`config.mk`:
```
export PLATFORM = sky130hd
export DESIGN_NAME = gcl_ctrl
export DESIGN_NICKNAME = d
export VERILOG_FILES = /design/src/sv/gcl_pkg.sv /design/src/sv/gcl_ctrl.sv
export SDC_FILE = /design/constraint.sdc
export NUM_CORES = 1
export LEC_CHECK = 0
export BUFFER_PORTS_ARGS = -buffer_cell sky130_fd_sc_hd__buf_4
export CORE_ASPECT_RATIO = 0.7
export CORE_MARGIN = 2
export CORE_UTILIZATION = 30
export CTS_CLUSTER_DIAMETER = 120
export CTS_CLUSTER_SIZE = 16
export DETAILED_ROUTE_END_ITERATION = 7
export HOLD_SLACK_MARGIN = 0.03
export PLACE_DENSITY = 0.52
export SLEW_MARGIN = 15
export SYNTH_ARGS = -nofsm -noshare
export SYNTH_HDL_FRONTEND = slang
export SYNTH_SLANG_ARGS = --single-unit
```
`constraint.sdc`:
```
create_clock -name clock -period 4.3 [get_ports clock]
set_clock_uncertainty 0.1 [all_clocks]
set_input_delay 0.86 -clock clock [delete_from_list [all_inputs] [get_ports clock]]
set_output_delay 0.86 -clock clock [all_outputs]
set_load 0.1 [all_outputs]
```
`src/sv/gcl_pkg.sv`:
```
// Shared types, codes and the exponent table of the cluster likelihood block.
`default_nettype none
package gcl_pkg;

   // item kinds
   localparam logic [1:0] KIND_LOAD   = 2'd0;
   localparam logic [1:0] KIND_SAMPLE = 2'd1;
   localparam logic [1:0] KIND_EMIT   = 2'd2;

   // register indexes
   localparam logic [2:0] CSR_BETA_0  = 3'd0;
   localparam logic [2:0] CSR_BETA_1  = 3'd1;
   localparam logic [2:0] CSR_BETA_2  = 3'd2;
   localparam logic [2:0] CSR_BETA_3  = 3'd3;
   localparam logic [2:0] CSR_NUM_COV = 3'd4;
   localparam logic [2:0] CSR_NUM_CLU = 3'd5;

   localparam int COV_FIELDS = 4;
   localparam logic [3:0] EXP_LAST = 4'd12;

   typedef struct packed {
      logic       take;
      logic       load_wr;
      logic       gene_rd;
      logic       cov_init;
      logic       cov_step;
      logic [1:0] cov_idx;
      logic       res;
      logic       sq;
      logic       gene_wr;
      logic       emit_lat;
      logic       clu_rd;
      logic       p1;
      logic       p2;
      logic       qc;
      logic       xc;
      logic       exp_step;
      logic [3:0] exp_idx;
      logic       wload;
   } gcl_cmd_type;

   typedef struct packed {
      logic gene_ok;
      logic clu_ok;
      logic out_free;
      logic clu_last;
      logic n_zero;
   } gcl_sts_type;

   // exp(-2^(k-8)) in Q0.32
   function automatic logic [31:0] exp_tab(input logic [3:0] k);
      logic [31:0] v;
      unique case (k)
         4'd0:    v = 32'd4278222810;
         4'd1:    v = 32'd4261543600;
         4'd2:    v = 32'd4228380020;
         4'd3:    v = 32'd4162825050;
         4'd4:    v = 32'd4034748390;
         4'd5:    v = 32'd3790295330;
         4'd6:    v = 32'd3344923900;
         4'd7:    v = 32'd2605029347;
         4'd8:    v = 32'd1580030169;
         4'd9:    v = 32'd581260610;
         4'd10:   v = 32'd78665070;
         4'd11:   v = 32'd1440801;
         4'd12:   v = 32'd483;
         default: v = 32'd0;
      endcase
      return v;
   endfunction

endpackage
`default_nettype wire

```
`src/sv/gcl_ctrl.sv`:
```
// Sequencer of the cluster likelihood block.
`default_nettype none
module gcl_ctrl (
   input  wire logic                clock,
   input  wire logic                reset,
   input  wire logic                req_valid,
   input  wire logic [1:0]          req_kind,
   input  wire logic [2:0]          num_cov,
   input  wire gcl_pkg::gcl_sts_type sts,
   output logic                     req_stall,
   output gcl_pkg::gcl_cmd_type     cmd
);

   typedef enum logic [3:0] {
      ST_IDLE, ST_COV, ST_RES, ST_SQ, ST_WR, ST_ELAT, ST_CRD,
      ST_P1, ST_P2, ST_Q, ST_X, ST_EXP, ST_W
   } state_type;

   state_type  state_ff, state_in;
   logic [2:0] cov_k_ff, cov_k_in;
   logic [3:0] exp_k_ff, exp_k_in;

   assign req_stall = (state_ff != ST_IDLE);

   always_comb begin
      cmd      = '0;
      state_in = state_ff;
      cov_k_in = cov_k_ff;
      exp_k_in = exp_k_ff;
      cmd.cov_idx = cov_k_ff[1:0];
      cmd.exp_idx = exp_k_ff;
      unique case (state_ff)
         ST_IDLE: begin
            if (req_valid) begin
               cmd.take = 1'b1;
               priority if (req_kind == gcl_pkg::KIND_LOAD) begin
                  cmd.load_wr = sts.clu_ok;
               end else if (req_kind == gcl_pkg::KIND_SAMPLE && sts.gene_ok) begin
                  cmd.gene_rd  = 1'b1;
                  cmd.cov_init = 1'b1;
                  cov_k_in     = 3'd0;
                  state_in     = ST_COV;
               end else if (req_kind == gcl_pkg::KIND_EMIT && sts.gene_ok) begin
                  cmd.gene_rd = 1'b1;
                  state_in    = ST_ELAT;
               end else begin
                  state_in = ST_IDLE;
               end
            end
         end
         ST_COV: begin
            if (cov_k_ff < num_cov) begin
               cmd.cov_step = 1'b1;
               cov_k_in     = cov_k_ff + 3'd1;
            end else begin
               state_in = ST_RES;
            end
         end
         ST_RES: begin
            cmd.res  = 1'b1;
            state_in = ST_SQ;
         end
         ST_SQ: begin
            cmd.sq   = 1'b1;
            state_in = ST_WR;
         end
         ST_WR: begin
            cmd.gene_wr = 1'b1;
            state_in    = ST_IDLE;
         end
         ST_ELAT: begin
            cmd.emit_lat = 1'b1;
            state_in     = sts.n_zero ? ST_IDLE : ST_CRD;
         end
         ST_CRD: begin
            cmd.clu_rd = 1'b1;
            state_in   = ST_P1;
         end
         ST_P1: begin
            cmd.p1   = 1'b1;
            state_in = ST_P2;
         end
         ST_P2: begin
            cmd.p2   = 1'b1;
            state_in = ST_Q;
         end
         ST_Q: begin
            cmd.qc   = 1'b1;
            state_in = ST_X;
         end
         ST_X: begin
            cmd.xc   = 1'b1;
            exp_k_in = 4'd0;
            state_in = ST_EXP;
         end
         ST_EXP: begin
            cmd.exp_step = 1'b1;
            if (exp_k_ff == gcl_pkg::EXP_LAST) begin
               state_in = ST_W;
            end else begin
               exp_k_in = exp_k_ff + 4'd1;
            end
         end
         ST_W: begin
            // hold until the output register frees up
            if (sts.out_free) begin
               cmd.wload = 1'b1;
               state_in  = sts.clu_last ? ST_IDLE : ST_CRD;
            end
         end
         default: state_in = ST_IDLE;
      endcase
   end

   always_ff @(posedge clock) begin
      if (reset) begin
         state_ff <= ST_IDLE;
         cov_k_ff <= 3'd0;
         exp_k_ff <= 4'd0;
      end else begin
         state_ff <= state_in;
         cov_k_ff <= cov_k_in;
         exp_k_ff <= exp_k_in;
      end
   end

endmodule
`default_nettype wire

```
After elaboration in Yosys (flattened, before gate mapping)
Index checks and enable logic that the tools add are counted.

word-level totals
  register bits = 11
  latch bits = 0
  memory bits (writable) = 0
  memory bits (read-only) = 0
  memories = 0
  output and inout port bits = 23

cells by class
  magnitude comparators = 1
  add/sub/neg operators = 2
  reductions and logical operators = 10
  bitwise gates (word level) = 0
  muxes and demuxes = 38
  shift operators = 0
  eq/ne operators = 23
  multipliers = 0
  divide/modulo/power cells = 0

operators with widths
  cell                                                 number
  one-hot mux 4 bit (12 select lines)                  1
  2-to-1 mux 4 bit                                     9
  equality test 4 bit, second input constant           6
  2-to-1 mux 3 bit                                     7
  2-to-1 mux 1 bit                                     18
  equality test 4 x 3 -> 1 bit, second input constant  4
  inequality test 2 bit, second input constant         8
  AND reduction 5 bit                                  2
  equality test 4 x 2 -> 1 bit, second input constant  2
  one-hot mux 4 bit (2 select lines)                   1
  one-hot mux 3 bit (2 select lines)                   1
  adder 4 x 1 -> 4 bit, second input constant          1
  equality test 4 x 1 -> 1 bit, second input constant  1
  logical NOT 4 bit                                    1
  nonzero test 2 bit                                   2
  nonzero test 4 bit                                   1
  adder 3 x 1 -> 3 bit, second input constant          1
  less-than comparator 3 bit                           1
  equality test 2 x 1 -> 1 bit, second input constant  1
  equality test 2 bit, second input constant           1
  logical AND 1 bit                                    2
  logical NOT 2 bit                                    1
  2-to-1 mux 2 bit                                     1
  AND reduction 2 bit                                  1

Depth between registers and ports, before layout
  word-level depth = 7
  gate-level depth with buffers = 7
  gate-level depth less buffers = 7

Least setup slack after synthesis
OpenSTA, ideal clock, no wires.

  kind = input to output
  start = input sts[2] (netlist bit)
  end = output cmd[0] (netlist bit)
  data required time = 3.340 ns
  path slack = 0.382 ns
  arrival time = 2.958 ns
  cell stages on the path = 2
  path buffers = 0
  cell sequence = inv_1 nor3_1

RTL lines
  item         line            RTL
  from (decl)  gcl_ctrl.sv:9   input wire gcl_pkg::gcl_sts_type sts,
  to (decl)    gcl_ctrl.sv:11  output gcl_pkg::gcl_cmd_type cmd

==> flow_summary.yaml <==
setup_path:
  path_cells: "buf_4 -> inv_1 -> ha_1 -> o21ai_0 -> o211ai_4 -> clkinv_2 -> buf_4"
  r2r_start: "state_ff[3]"
  r2r_slack_ns: 2.56
  crit_required_ns: 3.34
  rr_worst_depth: 4
  worstPathMaxFanout: 7
  critPathBufInv: 4
  crit_slowest_cell: "o21ai_0"
  critPathLaunchType: "input pin"
  worstReg2RegEnd: "state_ff[0]"
  cp.arrival_ns: 2.08
  cpLargestDelayFamily: "buffers and inverters"
  endpoint_kind: "output pin"
  worstSetupPathType: "input pin to output pin"
  cpMostUsedCell: "buf_4"
  critPathMaxStageDelay_ns: 0.30
min_path:
  hold_end: "cov_k_ff[1]"
  hp-class: "register to register"
  min_from: "cov_k_ff[1]"
  hold_depth: 2
detailed_routing:
  detail_route.iter0.violations: 48
  avgRoutedWirePerCell_um: 13.1
  routed_via_density: 5.07
  drc: 0
  firstDrtPassIters: 4
  dr_total_vias: 918
  routed_wl_mm: 2.38
  ant_nets: 0
clock_network:
  cts_buffers: 3
  clock-sinks: 11
  ctsRootBufferMaster: "clkbuf_8"
  cts_setup_buffers: 0
  h-tree-depth: 1
  clock_latency_ns: 0.23
  cts_tree: "done"
  clockBufferDepth: 2
  post_cts_resized: 0
  clkTransAtPathRegs_ns: 0.05
  ctsHoldBuffers: 0
placement:
  gp_congestion: 0.755
  io_buffers: 35
  place.detailed.hpwl_mm: 1.87
  dp_cells: 177
sta:
  finalCritPeriodShare_pct: 70.8
  slew_violations: 0
  rsz0062_at_grt: "false"
  relSlewSlack_pct: 65.2
  hold-worst-slack_ns: 0.429
  fin_crit_ns: 3.04
  finalSetupTns_ns: 0
  max_slew.worst_pin.slew_ns: 0.522
  finalSetupViolations: 0
  max_freq_mhz: 328
  hold_viol: 0
yosys:
  synth_edf_count: 0
  synth_cell_type_count: 42
  ys_async_sr_fraction_pct: 0
  syn-cell-area_um2: 910
  synth_cells: 115
  yosysSeqAreaShare_pct: 24.2
  ys_ff_latch: 11
  syn_nets: 133
  yosysWarnings: 0
  synthFlopType: "dfxtp_1"
  postSynthAreaPerCell_um2: 7.91
cells_and_area:
  area_growth_pct: 32.2
  nFillCells: 306
  utilization_pct: 42.3
  final_cell_count_no_fill: 181
  antenna_cells: 0
  layout-drive-gt1-share_pct: 32.4
  final_cell_mix: "buf_4, nor2_1, dfxtp_1"
  final_common_cell: "buf_4"
  fin_nets: 164
power_and_ir_drop:
  cellInternalPower_mw: 0.200
  pwr_density_cell_mw_per_mm2: 264
  swShare_pct: 37.0
  seqPwrFrac_pct: 35.1
  total_power_mw: 0.317
  combinationalPowerShare_pct: 33.4
  p_clk_share_pct: 31.5
  p_sw_mw: 0.117
  vdd_drop_max_v: 0.000164
  static-leakage-power_nw: 0.552
die:
  coreArea_mm2: 0.00284
  die_w_um: 69.8
  ios: 36
  dieArea_mm2: 0.00350
  die_h_um: 50.1
  row_count: 16
  start_util_pct: 32.0
job:
  maxCapViolCount: 0
grt:
  grt_overflow: 0
  antenna_found_initial: 0
  grt_start_max_net_pins: 15
  grt_pass1_vias: 866
  gr-usage-all-layers_pct: 13.9
  grt_pass1_wl_mm: 4.00
run_status:
  status: "complete, no violations"
==> cell usage after synthesis (2+ instances only) <==
cell type | number | area (um^2)
dfxtp_1 | 11 | 220
inv_2 | 2 | 7.51
a21oi_1 | 5 | 25.0
ha_1 | 5 | 62.6
xor2_1 | 3 | 26.3
clkbuf_1 | 2 | 7.51
buf_2 | 3 | 15.0
nand3_1 | 5 | 25.0
inv_1 | 9 | 33.8
nand4b_1 | 2 | 17.5
a31oi_1 | 2 | 12.5
nor4_1 | 2 | 12.5
nand3b_1 | 4 | 30.0
buf_4 | 2 | 15.0
o21ai_0 | 3 | 15.0
nor3_1 | 4 | 20.0
a31o_1 | 2 | 17.5
nand2b_1 | 4 | 25.0
buf_6 | 2 | 22.5
nor2_1 | 15 | 56.3
and3_1 | 3 | 18.8
nand2_1 | 4 | 15.0
o31a_1 | 2 | 17.5
==> flip-flops by register name, summed over array words and instances (netlist names) <==
register  cells
cov_k_ff      3
exp_k_ff      4
state_ff      4
==> worst reg2reg max path, cell delays in order, from the launching register on <==
cell,delay [ns]
dfxtp_1,0.61
nand2b_1,0.20
a21boi_1,0.17
a2111o_1,0.42
a31oi_1,0.17
==> per-stage QoR <==
step | setup WS [ns] | cell area [um^2]
final | 1.26 | 1200
after global routing | 1.18 | 1200
after CTS | 1.25 | 1200
after detailed placement | 1.25 | 1160
after global placement | 1.29 | 1160
after floorplan | 0.382 | 910
==> power by group through the flow <==
stage / Clock, mW / Sequential, mW / Combinational (mW)
2_1_floorplan: 0 / 0.108 / 0.0859
3_3_place_gp: 0 / 0.113 / 0.105
3_5_place_dp: 0 / 0.113 / 0.106
4_1_cts: 0.103 / 0.111 / 0.107
5_1_grt: 0.110 / 0.112 / 0.112
6_report: 0.0998 / 0.111 / 0.106
==> layer usage <==
metal / GRT usage (%) / routed length (um) / vias up
met3: 4.70 / 118 / 0
met5: 0 / 0 / -
met1: 18.4 / 1180 / 431
li1: - / - / 464
met4: 0.962 / 0 / 0
met2: 23.0 / 1080 / 23
==> worst max path at each step <==
stage / to / cells past startpoint / from
after floorplan: cmd[0] / 2 / sts[2]
after global placement: cmd[17] / 7 / num_cov[1]
after detailed placement: cmd[17] / 7 / num_cov[1]
after CTS: cmd[17] / 7 / num_cov[1]
after global routing: cmd[17] / 7 / num_cov[1]
final: cmd[17] / 7 / num_cov[1]
==> area by class of cell <==
| class | instances | area [um^2] | area share (%) |
|---|---|---|---|
| Clock buffer | 4 | 45.0 | 3.75 |
| Inverter | 12 | 46.3 | 3.85 |
| Sequential cell | 11 | 220 | 18.3 |
| Tap cell | 36 | 45.0 | 3.75 |
| Timing Repair Buffer | 35 | 263 | 21.9 |
| Multi-Input combinational cell | 83 | 583 | 48.5 |
==> logic make-up after synthesis <==
logic type / after synthesis / synth area share, %
flops: 11 / 24.2
simple gates: 51 / 33.6
buf+inv: 21 / 11.7
fa+ha+maj: 5 / 6.88
xor+xnor: 4 / 3.85
compound gates: 23 / 19.8
(Power assumes the default switching activity.)
